## src/rtl/core/kmdr_pkg.sv

```systemverilog
// ----------------------------------------------------------------------------
// kmdr_pkg
// Shared types and constants for the key matrix debounce and repeat block.
// ----------------------------------------------------------------------------
package kmdr_pkg;

  // Matrix geometry
  localparam int unsigned ROWS  = 4;
  localparam int unsigned COLS  = 4;
  localparam int unsigned NKEYS = ROWS * COLS;
  localparam int unsigned KEY_W = (NKEYS > 1) ? $clog2(NKEYS) : 1;

  // Field widths fixed by the interface
  localparam int unsigned ROW_W   = 2;
  localparam int unsigned COL_W   = 2;
  localparam int unsigned TIME_W  = 32;
  localparam int unsigned MS_W    = 16;
  localparam int unsigned KIND_W  = 2;
  localparam int unsigned KIDX_W  = 4;
  localparam int unsigned CIDX_W  = 3;
  localparam int unsigned CDATA_W = 16;

  // Event codes
  localparam logic [KIND_W-1:0] EV_PRESS   = 2'd0;
  localparam logic [KIND_W-1:0] EV_REPEAT  = 2'd1;
  localparam logic [KIND_W-1:0] EV_RELEASE = 2'd2;

  // Register indexes
  localparam logic [CIDX_W-1:0] REG_DEBOUNCE    = 3'd0;
  localparam logic [CIDX_W-1:0] REG_REPEAT      = 3'd1;
  localparam logic [CIDX_W-1:0] REG_PRESS_EN    = 3'd2;
  localparam logic [CIDX_W-1:0] REG_RELEASE_EN  = 3'd3;
  localparam logic [CIDX_W-1:0] REG_REPEAT_EN   = 3'd4;

  // Event queue sizing: one request makes at most MAX_EV events
  localparam int unsigned MAX_EV     = 2;
  localparam int unsigned FIFO_DEPTH = 8;
  localparam int unsigned PTR_W      = $clog2(FIFO_DEPTH);
  localparam int unsigned CNT_W      = $clog2(FIFO_DEPTH + 1);

  // One queued event
  typedef struct packed {
    logic [KIND_W-1:0] kind;
    logic [KIDX_W-1:0] key;
    logic              last;
  } event_t;

  // Per-key timestamps kept in the memory
  typedef struct packed {
    logic [TIME_W-1:0] first_seen;
    logic [TIME_W-1:0] last_repeat;
  } key_times_t;

endpackage

```

## src/rtl/core/key_matrix_debounce_repeat.sv

```systemverilog
// ----------------------------------------------------------------------------
// key_matrix_debounce_repeat
// Per-key debounce, auto-repeat and release detection for a scanned matrix.
// ----------------------------------------------------------------------------
// Usage:
//   Each input request is one key sample (row, column, closed flag, ms time).
//   Each output request is one event (press, repeat or release) with its key
//   index; last marks the final event caused by a sample (zero to two).
//   Registers must be written by the user through the cfg channel only while
//   the block is idle; the block does not enforce this. cfg_ready is always high.
// Timing:
//   A sample is accepted, its key entry is read from the timestamp memory,
//   and in the next cycle the entry is updated and its events are queued.
//   One sample per cycle is taken; the rate is set by the eight-entry event
//   queue, which must keep room for two events of the sample in flight and
//   two of a new one. A write followed by a read of the same key is
//   forwarded around the memory.
// Reset:
//   Clears registers, key flags, valid bits of the memory and the queue.
//   When the receiver stalls, the queue fills and in_ready drops.
// ----------------------------------------------------------------------------
module key_matrix_debounce_repeat (
  input  logic                          clk,
  input  logic                          rst_n,
  // sample channel
  input  logic                          in_valid,
  output logic                          in_ready,
  input  logic [kmdr_pkg::ROW_W-1:0]    in_row_sel,
  input  logic [kmdr_pkg::COL_W-1:0]    in_col_sel,
  input  logic                          in_is_down,
  input  logic [kmdr_pkg::TIME_W-1:0]   in_now_ms,
  // event channel
  output logic                          out_valid,
  input  logic                          out_ready,
  output logic [kmdr_pkg::KIND_W-1:0]   out_event_kind,
  output logic [kmdr_pkg::KIDX_W-1:0]   out_key_index,
  output logic                          out_last,
  // configuration channel
  input  logic                          cfg_valid,
  output logic                          cfg_ready,
  input  logic [kmdr_pkg::CIDX_W-1:0]   cfg_index,
  input  logic [kmdr_pkg::CDATA_W-1:0]  cfg_data
);
  import kmdr_pkg::*;

  // Configuration registers
  logic [MS_W-1:0] debounce_r;
  logic [MS_W-1:0] repeat_r;
  logic            press_en_r;
  logic            release_en_r;
  logic            repeat_en_r;

  // Per-key flags and memory valid bits
  logic [NKEYS-1:0] seen_r;
  logic [NKEYS-1:0] conf_r;
  logic [NKEYS-1:0] tvld_r;

  // Timestamp memory and its read register
  key_times_t time_mem [NKEYS];
  key_times_t rd_data_r;

  // Update stage
  logic              s1_vld_r;
  logic              s1_in_range_r;
  logic [KEY_W-1:0]  s1_key_r;
  logic              s1_down_r;
  logic [TIME_W-1:0] s1_now_r;

  // Forwarding of the last write
  logic              wr_vld_r;
  logic [KEY_W-1:0]  wr_key_r;
  key_times_t        wr_data_r;

  // Event queue
  event_t            fifo_r [FIFO_DEPTH];
  logic [PTR_W-1:0]  wr_ptr_r;
  logic [PTR_W-1:0]  rd_ptr_r;
  logic [CNT_W-1:0]  cnt_r;
  logic [CNT_W-1:0]  cnt_nxt;

  logic              in_acc;
  logic              out_acc;
  logic [KEY_W-1:0]  in_key;
  logic              in_range;

  key_times_t        cur_times;
  key_times_t        new_times;
  logic              cur_seen;
  logic              cur_conf;
  logic              new_seen;
  logic              new_conf;
  logic [TIME_W-1:0] dt_first;
  logic [TIME_W-1:0] dt_repeat;
  logic              do_press;
  logic              do_repeat;
  logic              do_release;
  logic              confirm;
  event_t            ev0;
  event_t            ev1;
  logic [1:0]        push_n;
  logic              upd;

  // Handshakes
  assign cfg_ready = 1'b1;
  assign in_acc    = in_valid && in_ready;
  assign out_acc   = out_valid && out_ready;

  // Take a sample only if the queue has room for the one in flight and this one
  always_comb begin
    if (s1_vld_r) begin
      in_ready = (cnt_r <= CNT_W'(FIFO_DEPTH - 2 * MAX_EV));
    end else begin
      in_ready = (cnt_r <= CNT_W'(FIFO_DEPTH - MAX_EV));
    end
  end

  // Key index of the incoming sample
  assign in_range = (32'(in_row_sel) < ROWS) && (32'(in_col_sel) < COLS);
  assign in_key   = KEY_W'(32'(in_row_sel) * COLS + 32'(in_col_sel));

  // Configuration writes
  always_ff @(posedge clk) begin
    if (!rst_n) begin
      debounce_r   <= '0;
      repeat_r     <= '0;
      press_en_r   <= 1'b0;
      release_en_r <= 1'b0;
      repeat_en_r  <= 1'b0;
    end else if (cfg_valid && cfg_ready) begin
      case (cfg_index)
        REG_DEBOUNCE:   debounce_r   <= cfg_data[MS_W-1:0];
        REG_REPEAT:     repeat_r     <= cfg_data[MS_W-1:0];
        REG_PRESS_EN:   press_en_r   <= cfg_data[0];
        REG_RELEASE_EN: release_en_r <= cfg_data[0];
        REG_REPEAT_EN:  repeat_en_r  <= cfg_data[0];
        default: ;
      endcase
    end
  end

  // Advance the sample into the update stage
  always_ff @(posedge clk) begin
    if (!rst_n) begin
      s1_vld_r <= 1'b0;
    end else begin
      s1_vld_r <= in_acc;
    end
  end

  always_ff @(posedge clk) begin
    if (in_acc) begin
      s1_in_range_r <= in_range;
      s1_key_r      <= in_key;
      s1_down_r     <= in_is_down;
      s1_now_r      <= in_now_ms;
    end
  end

  // Read the key entry at acceptance
  always_ff @(posedge clk) begin
    if (in_acc) begin
      rd_data_r <= time_mem[in_key];
    end
  end

  // Select current timestamps: forwarded write, memory, or reset value
  always_comb begin
    if (wr_vld_r && (wr_key_r == s1_key_r)) begin
      cur_times = wr_data_r;
    end else if (tvld_r[s1_key_r]) begin
      cur_times = rd_data_r;
    end else begin
      cur_times = '0;
    end
  end

  assign cur_seen  = seen_r[s1_key_r];
  assign cur_conf  = conf_r[s1_key_r];
  assign dt_first  = s1_now_r - cur_times.first_seen;
  assign dt_repeat = s1_now_r - cur_times.last_repeat;

  // Debounce, repeat and release decisions
  always_comb begin
    new_times  = cur_times;
    new_seen   = cur_seen;
    new_conf   = cur_conf;
    confirm    = 1'b0;
    do_press   = 1'b0;
    do_repeat  = 1'b0;
    do_release = 1'b0;
    if (s1_down_r) begin
      if (cur_seen) begin
        confirm  = !cur_conf && (dt_first > TIME_W'(debounce_r));
        new_conf = cur_conf || confirm;
        do_press = confirm && press_en_r;
        do_repeat = repeat_en_r && new_conf && (dt_repeat > TIME_W'(repeat_r));
        if (do_repeat) begin
          new_times.last_repeat = s1_now_r;
        end
      end else begin
        new_seen              = 1'b1;
        new_conf              = 1'b0;
        new_times.first_seen  = s1_now_r;
      end
    end else begin
      do_release = cur_conf && release_en_r;
      new_conf   = 1'b0;
      new_seen   = 1'b0;
    end
  end

  assign upd = s1_vld_r && s1_in_range_r;

  // Pack events in order: press before repeat
  always_comb begin
    ev0      = '0;
    ev1      = '0;
    push_n   = 2'd0;
    ev0.key  = KIDX_W'(s1_key_r);
    ev1.key  = KIDX_W'(s1_key_r);
    ev1.kind = EV_REPEAT;
    ev1.last = 1'b1;
    if (upd) begin
      if (do_release) begin
        ev0.kind = EV_RELEASE;
        ev0.last = 1'b1;
        push_n   = 2'd1;
      end else if (do_press) begin
        ev0.kind = EV_PRESS;
        ev0.last = !do_repeat;
        push_n   = do_repeat ? 2'd2 : 2'd1;
      end else if (do_repeat) begin
        ev0.kind = EV_REPEAT;
        ev0.last = 1'b1;
        push_n   = 2'd1;
      end
    end
  end

  // Write back the key entry
  always_ff @(posedge clk) begin
    if (upd) begin
      time_mem[s1_key_r] <= new_times;
    end
  end

  always_ff @(posedge clk) begin
    if (upd) begin
      wr_key_r  <= s1_key_r;
      wr_data_r <= new_times;
    end
  end

  always_ff @(posedge clk) begin
    if (!rst_n) begin
      seen_r   <= '0;
      conf_r   <= '0;
      tvld_r   <= '0;
      wr_vld_r <= 1'b0;
    end else begin
      wr_vld_r <= upd;
      if (upd) begin
        seen_r[s1_key_r] <= new_seen;
        conf_r[s1_key_r] <= new_conf;
        tvld_r[s1_key_r] <= 1'b1;
      end
    end
  end

  // Event queue: push up to two, pop one
  assign cnt_nxt = cnt_r + CNT_W'(push_n) - CNT_W'(out_acc);

  always_ff @(posedge clk) begin
    if (!rst_n) begin
      wr_ptr_r <= '0;
      rd_ptr_r <= '0;
      cnt_r    <= '0;
    end else begin
      wr_ptr_r <= wr_ptr_r + PTR_W'(push_n);
      rd_ptr_r <= rd_ptr_r + PTR_W'(out_acc);
      cnt_r    <= cnt_nxt;
    end
  end

  always_ff @(posedge clk) begin
    if (push_n != 2'd0) begin
      fifo_r[wr_ptr_r] <= ev0;
    end
    if (push_n == 2'd2) begin
      fifo_r[wr_ptr_r + PTR_W'(1)] <= ev1;
    end
  end

  // Drive the head of the queue
  assign out_valid      = (cnt_r != '0);
  assign out_event_kind = fifo_r[rd_ptr_r].kind;
  assign out_key_index  = fifo_r[rd_ptr_r].key;
  assign out_last       = fifo_r[rd_ptr_r].last;

  // Checks
  a_fifo_bound: assert property (@(posedge clk) disable iff (!rst_n)
    cnt_r <= CNT_W'(FIFO_DEPTH))
    else $error("event queue overflow");

  a_conf_needs_seen: assert property (@(posedge clk) disable iff (!rst_n)
    (conf_r & ~seen_r) == '0)
    else $error("key confirmed without being seen closed");

  a_open_clears: assert property (@(posedge clk) disable iff (!rst_n)
    (upd && !s1_down_r) |=> (!seen_r[$past(s1_key_r)] && !conf_r[$past(s1_key_r)]))
    else $error("open sample did not clear key flags");

  a_release_alone: assert property (@(posedge clk) disable iff (!rst_n)
    (upd && !s1_down_r) |-> (push_n != 2'd2))
    else $error("open sample produced more than one event");

endmodule

```

## config.mk

```make
export PLATFORM = sky130hd
export DESIGN_NAME = key_matrix_debounce_repeat
export DESIGN_NICKNAME = d
export VERILOG_FILES = /design/src/rtl/core/kmdr_pkg.sv /design/src/rtl/core/key_matrix_debounce_repeat.sv
export SDC_FILE = /design/constraint.sdc
export NUM_CORES = 1
export LEC_CHECK = 0
export BUFFER_PORTS_ARGS = -buffer_cell sky130_fd_sc_hd__buf_2
export CORE_ASPECT_RATIO = 0.7
export CORE_MARGIN = 8
export CORE_UTILIZATION = 45
export DETAILED_ROUTE_END_ITERATION = 10
export PLACE_DENSITY = 0.62
export SLEW_MARGIN = 40
export SYNTH_ARGS = -nofsm -noshare
export SYNTH_HDL_FRONTEND = slang
export SYNTH_SLANG_ARGS = --single-unit
```

## constraint.sdc

```tcl
create_clock -name clk -period 8.78 [get_ports clk]
set_input_delay 0.878 -clock clk [delete_from_list [all_inputs] [get_ports clk]]
set_output_delay 0.878 -clock clk [all_outputs]
set_load 0.005 [all_outputs]
```

==> results of run 1 <==
-- sequential cells by signal, summed over array words and instances (netlist names), 4 cells and up --
name,count
cnt_r,4
conf_r,16
debounce_r,16
fifo_r,56
rd_data_r,64
repeat_r,16
s1_key_r,4
s1_now_r,32
seen_r,16
time_mem,1024
tvld_r,16
wr_data_r,64
wr_key_r,4
-- through the flow --
stage,cells,util
after floorplan,3235,-
after global placement,4910,0.475
after detailed placement,4912,0.477
after CTS,5133,0.508
after global routing,5140,0.510
final,5141,0.510
-- worst reg2reg max path: cells and delay by family (launching register included) --
family / cells / cell delay, ns
and+or+nand+nor: 11 / 2.29
DFF: 1 / 0.49
AOI/OAI and AO/OA: 12 / 2.43
adders and majority gates: 6 / 1.80
buffers and inverters: 4 / 0.51
muxes: 1 / 0.55
xor gates and xnor gates: 2 / 0.27
-- cells by family after synthesis --
family | after synthesis | synth area share
flops | 1344 | 0.686
fa+ha+maj | 109 | 0.0240
compound gates | 476 | 0.0617
xor+xnor | 56 | 0.00859
simple gates | 565 | 0.0498
other cells | 1 | 0.0000657
buf+inv | 257 | 0.0184
mux | 427 | 0.151
-- synth_stat cells (7+ instances only) --
master,n
sky130_fd_sc_hd__mux2i_1,69
sky130_fd_sc_hd__nor3_1,29
sky130_fd_sc_hd__xor2_1,13
sky130_fd_sc_hd__nor4_1,7
sky130_fd_sc_hd__nand2b_1,19
sky130_fd_sc_hd__o22ai_1,7
sky130_fd_sc_hd__nor2b_1,37
sky130_fd_sc_hd__inv_1,92
sky130_fd_sc_hd__ha_1,97
sky130_fd_sc_hd__mux4_2,344
sky130_fd_sc_hd__nor2_1,102
sky130_fd_sc_hd__xnor2_1,43
sky130_fd_sc_hd__o21a_1,32
sky130_fd_sc_hd__and2_1,62
sky130_fd_sc_hd__edfxtp_1,1225
sky130_fd_sc_hd__o21bai_1,12
sky130_fd_sc_hd__a21boi_0,40
sky130_fd_sc_hd__a211oi_1,7
sky130_fd_sc_hd__nand3_1,46
sky130_fd_sc_hd__o21ai_0,62
sky130_fd_sc_hd__a31oi_1,22
sky130_fd_sc_hd__mux2_2,10
sky130_fd_sc_hd__clkbuf_1,114
sky130_fd_sc_hd__o22ai_4,11
sky130_fd_sc_hd__and3_1,22
sky130_fd_sc_hd__buf_2,10
sky130_fd_sc_hd__nand3b_1,10
sky130_fd_sc_hd__a21o_1,32
sky130_fd_sc_hd__a21oi_1,96
sky130_fd_sc_hd__o211ai_1,21
sky130_fd_sc_hd__nand4_1,16
sky130_fd_sc_hd__dfxtp_1,119
sky130_fd_sc_hd__a22oi_1,51
sky130_fd_sc_hd__o221ai_1,7
sky130_fd_sc_hd__buf_1,32
sky130_fd_sc_hd__nand2_1,178
-- timing repair --
item	CTS	global route
endpoints found under the setup margin	0	169
buffers inserted	0	2
resized for setup	0	28
-- worst max path at each step --
| stage | end | depth (start not counted) | startpoint |
|---|---|---|---|
| finish | cnt_r[2] | 36 | s1_key_r[0] |
| global route | cnt_r[2] | 35 | s1_key_r[0] |
| CTS | cnt_r[2] | 42 | s1_key_r[0] |
| detailed placement | cnt_r[2] | 42 | s1_key_r[0] |
| global placement | time_mem[4][12] | 33 | s1_key_r[0] |
| floorplan | cnt_r[2] | 43 | s1_key_r[0] |
-- power by group --
part | total (uW) | internal, uW | switching [uW]
combinational | 2730 | 1010 | 1720
clock | 5220 | 2890 | 2330
sequential | 7770 | 7560 | 212
total | 15700 | 11500 | 4260
-- area by class of cell --
cell class,instances,area (um^2),area share
diodes,2,5.00,0.0000778
clock buffers,141,3080,0.0479
clock inverters,80,771,0.0120
inverters,92,345,0.00537
multi-input cells,1634,17400,0.270
flip-flops and latches,1344,39200,0.609
well taps,1665,2080,0.0324
repair buffers,183,1440,0.0225
-- metal layers --
layer | GRT usage | part of all wire | vias to the layer above
li1 | - | - | 13300
met1 | 0.318 | 0.47 | 16200
met2 | 0.299 | 0.44 | 1198
met3 | 0.0353 | 0.073 | 176
met4 | 0.0404 | 0.019 | 0
met5 | 0 | 0 | -
==> metrics.sh, run 1 <==
COMMONEST_CELLS_AFTER_ROUTING_FILL_AND_TAPS_ASIDE='sky130_fd_sc_hd__edfxtp_1, sky130_fd_sc_hd__mux4_2, sky130_fd_sc_hd__nand2_1, sky130_fd_sc_hd__clkbuf_16, sky130_fd_sc_hd__dfxtp_1'
CRITICAL_PATH_ARRIVAL_NS=9.07
FINALCRITPERIODSHARE=0.964
CAP_VIOL_MAX_COUNT=0
NUMCTSBUFFERS=118
R2R_END='cnt_r[2]'
VIA_COUNT=30900
RESULT_OF_THE_RUN='completed'
CLOCK_INSERTION_DELAY_WORST_SKEW_NS=0.73
FLOORPLAN.ROWS=109
SYNTH_AREA_MM2=0.0571
CRIT_TOP_CELL='sky130_fd_sc_hd__ha_1'
NUMBER_OF_SYNTHESIZED_FLOPS_WITH_AN_ENABLE_PIN=1225
HOLDBUFCOUNTCTS=0
DRCVIOLATIONCOUNT=0
RR_STARTPOINT='s1_key_r[0]'
FINAL-HOLD-VIOLATION-COUNT=0
HP-CLASS='input port to register'
GLOBALROUTETOTALUTIL=0.203
CTS.ROOT.BUFFER_CELL='sky130_fd_sc_hd__clkbuf_16'
CRITPATHTOPFAMILY='compound AO/OA/AOI/OAI gates'
WORST_R2R_PATH_DEPTH=36
WORST_PATH_MAX_DELAY_CELL='sky130_fd_sc_hd__mux4_2'
CLOCK-SKEW-FINAL_NS=0.0256
P_PER_AREA_mW_PER_MM2=244
WORST_HOLD_MARGIN_NS=0.341
DIE_WIDTH_UM=442
CRITICAL_PATH_FANOUT_MAX=17
CLOCK_TRANSITION_AT_THE_REGISTER_CLOCK_PINS_ON_THE_WORST_SETUP_AND_HOLD_PATHS_AFTER_CTS_NS=0.06
DETAILED_PLACE_HPWL_UM=86800
CRITPATHLAUNCHTYPE='register'
YOSYS_MOST_USED_DFF='sky130_fd_sc_hd__edfxtp_1'
SETUP_VIOLATIONS=0
WL_FINAL_UM=143000
RELSLEWSLACK=0.433
PLACEMENT.CELL_AREA_MM2=0.0601
SYNTH_CELL_TYPES=102
FINALPOWER_uW=15700
HOLD-PATH-ENDPOINT='s1_down_r'
VIAS_PER_CELL=6.01
HOLDCRITSTARTPOINT='in_is_down'
AREA_DELTA_SYNTH_FINAL_PCT=12.6
BUFFER_PORTS.INSERTED=69
SYNTH_CELLS=3235
FLOORPLAN.DIE.HEIGHT_UM=314
DRT_ITER0_MARKERS=3312
FIN_CRIT_NS=8.46
HOLD_PATH_DEPTH=1
PRE_CTS_SLACK_NS=0.0830
FINAL_NETS=3534
SYNTH-SEQ-CELLS=1344
SYNTH_FP_NETS=3396
YOSYS_WARNINGS=0
DIE-AREA_MM2=0.139
PATH_BUF_INV=4
DRT-WIRELENGTH-PER-CELL_UM=27.9
NUMBER_OF_SINKS_ON_THE_CLOCK_NET=1344
SYNTH.TOP_CELL.AREA_SHARE=0.645
CELLLEAKAGEPOWER_uW=0.0208
ASYNC_RESET_FF_FRAC=0
NFILLCELLS=10200
GRT_OVERFLOW=0
CLOCK_TREE_FROM_TRITONCTS='yes'
DOMINANT_CELL_TYPE_BY_AREA_AFTER_SYNTHESIS='sky130_fd_sc_hd__edfxtp_1'
GLOBAL_ROUTE_WIRE_LENGTH_BEFORE_REPAIR_UM=211000
TIMING_WORST_SETUP_PATH_TYPE='register to register'
DR.PASS1.ITERS=6
WORST-R2R-SETUP-SLACK_NS=0.32
POST_ROUTE_CELLS_DRIVE_ABOVE_1_SHARE=0.247
WORST_CASE_VDD_IR_DROP_mV=0.189
CORE_REGION_AREA_MM2=0.126
GRT_PASS1_VIAS=30100
FMAX_MHz=118
TIMING.FINAL.MAX_SLEW_VIOLATIONS=0
CRIT_REQUIRED_NS=9.39
IO_PINS=71
REGISTER_AREA_SHARE_AFTER_SYNTHESIS=0.686
SYN_AVG_CELL_AREA_UM2=17.6
END_KIND='register'
WORST_PIN_SLEW_NS=0.834
MAX-CLOCK-PATH-BUFFERS=3
FLOORPLAN.INITIALDENSITY=0.453
GRT_ANTENNA_BEFORE_REPAIR=6
PIN_COUNT_OF_THE_BIGGEST_NET_ENTERING_GLOBAL_ROUTING=132
FINAL_AREA_MM2=0.0643
ANT_NETS=0
TIMING.CRITICAL_PATH.SLOWEST_CELL_DELAY_NS=0.55
CTS-HTREE-LEVELS=3
GP_ROUTABILITY_CONGESTION=0.915
LAYOUT.CELLS.MOST_COMMON='sky130_fd_sc_hd__edfxtp_1'
SYNTHTOPCELLSBYAREA='sky130_fd_sc_hd__edfxtp_1, sky130_fd_sc_hd__mux4_2, sky130_fd_sc_hd__dfxtp_1'
FIN_SETUP_TNS_NS=0
WORST_SLACK_NS=0.317
(Power assumes the default switching activity.)
==> run 2: changes to the inputs <==
--- a/config.mk
+++ b/config.mk
@@ -10,8 +10,7 @@
 export CORE_MARGIN = 8
 export CORE_UTILIZATION = 45
 export DETAILED_ROUTE_END_ITERATION = 10
-export PLACE_DENSITY = 0.62
-export SLEW_MARGIN = 40
+export PLACE_DENSITY = 0.72
 export SYNTH_ARGS = -nofsm -noshare
 export SYNTH_HDL_FRONTEND = slang
 export SYNTH_SLANG_ARGS = --single-unit
==> metrics.sh, run 2 (synthesized netlist as in run 1, its figures left out) <==
DPL.CELL_COUNT=4894
WORST_CASE_VDD_IR_DROP_mV=0.181
POWER.SHARE.SWITCHING=0.272
LARGEST_REGISTER_FF_COUNT=1024
SETUP_VIOLATIONS=0
PIN_COUNT_OF_THE_BIGGEST_NET_ENTERING_GLOBAL_ROUTING=124
VIAS_PER_CELL=6.15
DR.PASS1.ITERS=6
CLOCK_INSERTION_DELAY_WORST_SKEW_NS=0.74
GRT_ANTENNA_BEFORE_REPAIR=3
CRITICAL_PATH_ARRIVAL_NS=8.66
NON_FILLER_CELLS_FINAL=5112
CLOCK_POWER_SHARE=0.324
RSZ0062_AT_GRT='no'
SWITCHINGPOWER_uW=4210
CTS-HTREE-LEVELS=3
FINAL-HOLD-VIOLATION-COUNT=0
TIMING.CRITICAL_PATH.SLOWEST_CELL_DELAY_NS=0.84
CRITICAL_PATH_FANOUT_MAX=32
DRCVIOLATIONCOUNT=0
CLOCK_TRANSITION_AT_THE_REGISTER_CLOCK_PINS_ON_THE_WORST_SETUP_AND_HOLD_PATHS_AFTER_CTS_NS=0.07
DRT_ITER0_MARKERS=4287
POST_ROUTE_CELLS_DRIVE_ABOVE_1_SHARE=0.233
GP_ROUTABILITY_CONGESTION=0.935
CTS.ROOT.BUFFER_CELL='sky130_fd_sc_hd__clkbuf_16'
TOP_REGS='time_mem (1024), rd_data_r (64), wr_data_r (64)'
RESULT_OF_THE_RUN='completed'
IO_PINS=71
CRIT_REQUIRED_NS=9.18
CORE_REGION_AREA_MM2=0.126
TIMING_WORST_SETUP_PATH_TYPE='register to register'
LAYOUT.CELLS.MOST_COMMON='sky130_fd_sc_hd__edfxtp_1'
FLOORPLAN.ROWS=109
TIMING.FINAL.MAX_SLEW_VIOLATIONS=0
COMMONEST_CELLS_AFTER_ROUTING_FILL_AND_TAPS_ASIDE='sky130_fd_sc_hd__edfxtp_1, sky130_fd_sc_hd__mux4_2, sky130_fd_sc_hd__nand2_1, sky130_fd_sc_hd__dfxtp_1, sky130_fd_sc_hd__clkbuf_16'
WORST_PIN_SLEW_NS=1.37
NUMCTSBUFFERS=114
GLOBALROUTETOTALUTIL=0.200
P_SEQ_FRAC=0.503
GLOBAL_ROUTE_WIRE_LENGTH_BEFORE_REPAIR_UM=209000
HP-CLASS='input port to register'
FIN_CRIT_NS=8.25
CELLLEAKAGEPOWER_uW=0.0205
WL_FINAL_UM=142000
MAX-CLOCK-PATH-BUFFERS=3
END_KIND='register'
DIE-AREA_MM2=0.139
FMAX_MHz=121
FLOORPLAN.DIE.HEIGHT_UM=314
VIA_COUNT=31500
DETAILED_PLACE_HPWL_UM=83800
CRITPATHLAUNCHTYPE='register'
FINALCRITPERIODSHARE=0.940
P_PER_AREA_mW_PER_MM2=243
CAP_VIOL_MAX_COUNT=0
POWER_FRAC_COMB=0.173
ANT_NETS=0
TOP_REGISTER='time_mem'
FINAL_NETS=3513
NUMBER_OF_SINKS_ON_THE_CLOCK_NET=1344
GRT_PASS1_VIAS=30300
FLOORPLAN.INITIALDENSITY=0.453
DIE_WIDTH_UM=442
CLOCK-SKEW-FINAL_NS=0.0287
GRT_OVERFLOW=0
FINALPOWER_uW=15500
DRT-WIRELENGTH-PER-CELL_UM=27.8
HOLDBUFCOUNTCTS=0
RELSLEWSLACK=0.0623
BUFFER_PORTS.INSERTED=69
AREA_DELTA_SYNTH_FINAL_PCT=11.5
FIN_SETUP_TNS_NS=0
WORST_PATH_MAX_DELAY_CELL='sky130_fd_sc_hd__mux2i_2'
INTERNAL_POWER_uW=11300
CLOCK_TREE_FROM_TRITONCTS='yes'
[run 2: changes by cell type in the layout (fill, tap and decap cells not counted), sizes merged]
cell	previous run	this run
buf	183	166
inv	97	94
clkinv	53	48
diode	2	1
clkbuf	141	137
clkinvlp	9	12
bufinv	13	11
[run 2: critical path: cells and delay by family, from the launching register on]
kind	cells	cell delay [ns]
simple gates	9	1.40
fa+ha+maj	2	0.65
compound gates	12	2.87
xor+xnor	1	0.15
mux	2	1.37
buf+inv	2	0.98
flops	1	0.41
[run 2: what timing repair did]
item	in CTS	in global routing
setup endpoints to repair	0	519
resized for setup	0	62
buffers inserted	0	5
[run 2: final cells by class]
class                   count  area (um^2)
multi-input cells        1634        17200
clock inverters            73          658
repair buffers            166         1150
well taps                1665         2080
inverters                  92          345
clock buffers             137         2980
diodes                      1         2.50
flip-flops and latches   1344        39200
fillers                 10100        62400
[run 2: per-stage QoR]
step | instance area, um^2 | utilization | hold WS, ns | setup slack, ns
after global placement | 59700 | 0.474 | 0.445 | 0.378
after global routing | 63600 | 0.505 | 0.272 | 0.0156
after CTS | 63300 | 0.503 | 0.256 | 0.0506
after detailed placement | 59700 | 0.474 | 0.449 | 0.109
after floorplan | 57100 | - | 0.421 | 0.264
final | 63600 | 0.505 | 0.314 | 0.529
[run 2: power by group through the flow]
stage	registers, uW	clock network, uW	logic, uW
after global placement	7920	0	2540
after global routing	7800	5320	2900
after floorplan	7800	0	1800
after CTS	7780	5100	2580
final	7790	5020	2670
after detailed placement	7920	0	2570
[run 2: routing by layer]
metal,wire length (um),up-vias,global-route usage
li1,-,13300,-
met1,63600,16400,0.312
met2,62300,1578,0.293
met3,13400,173,0.0380
met4,2680,0,0.0420
met5,0,-,0
[run 2: final timing paths]
check / from / cells past startpoint / to / slack (ns)
setup / recovery: s1_key_r[0] / 28 / time_mem[8][18] / 0.53
hold / removal: in_now_ms[29] / 1 / s1_now_r[29] / 0.31
setup reg to reg: s1_key_r[0] / 28 / time_mem[8][18] / 0.53
hold reg to reg: repeat_r[6] / 2 / repeat_r[6] / 0.47
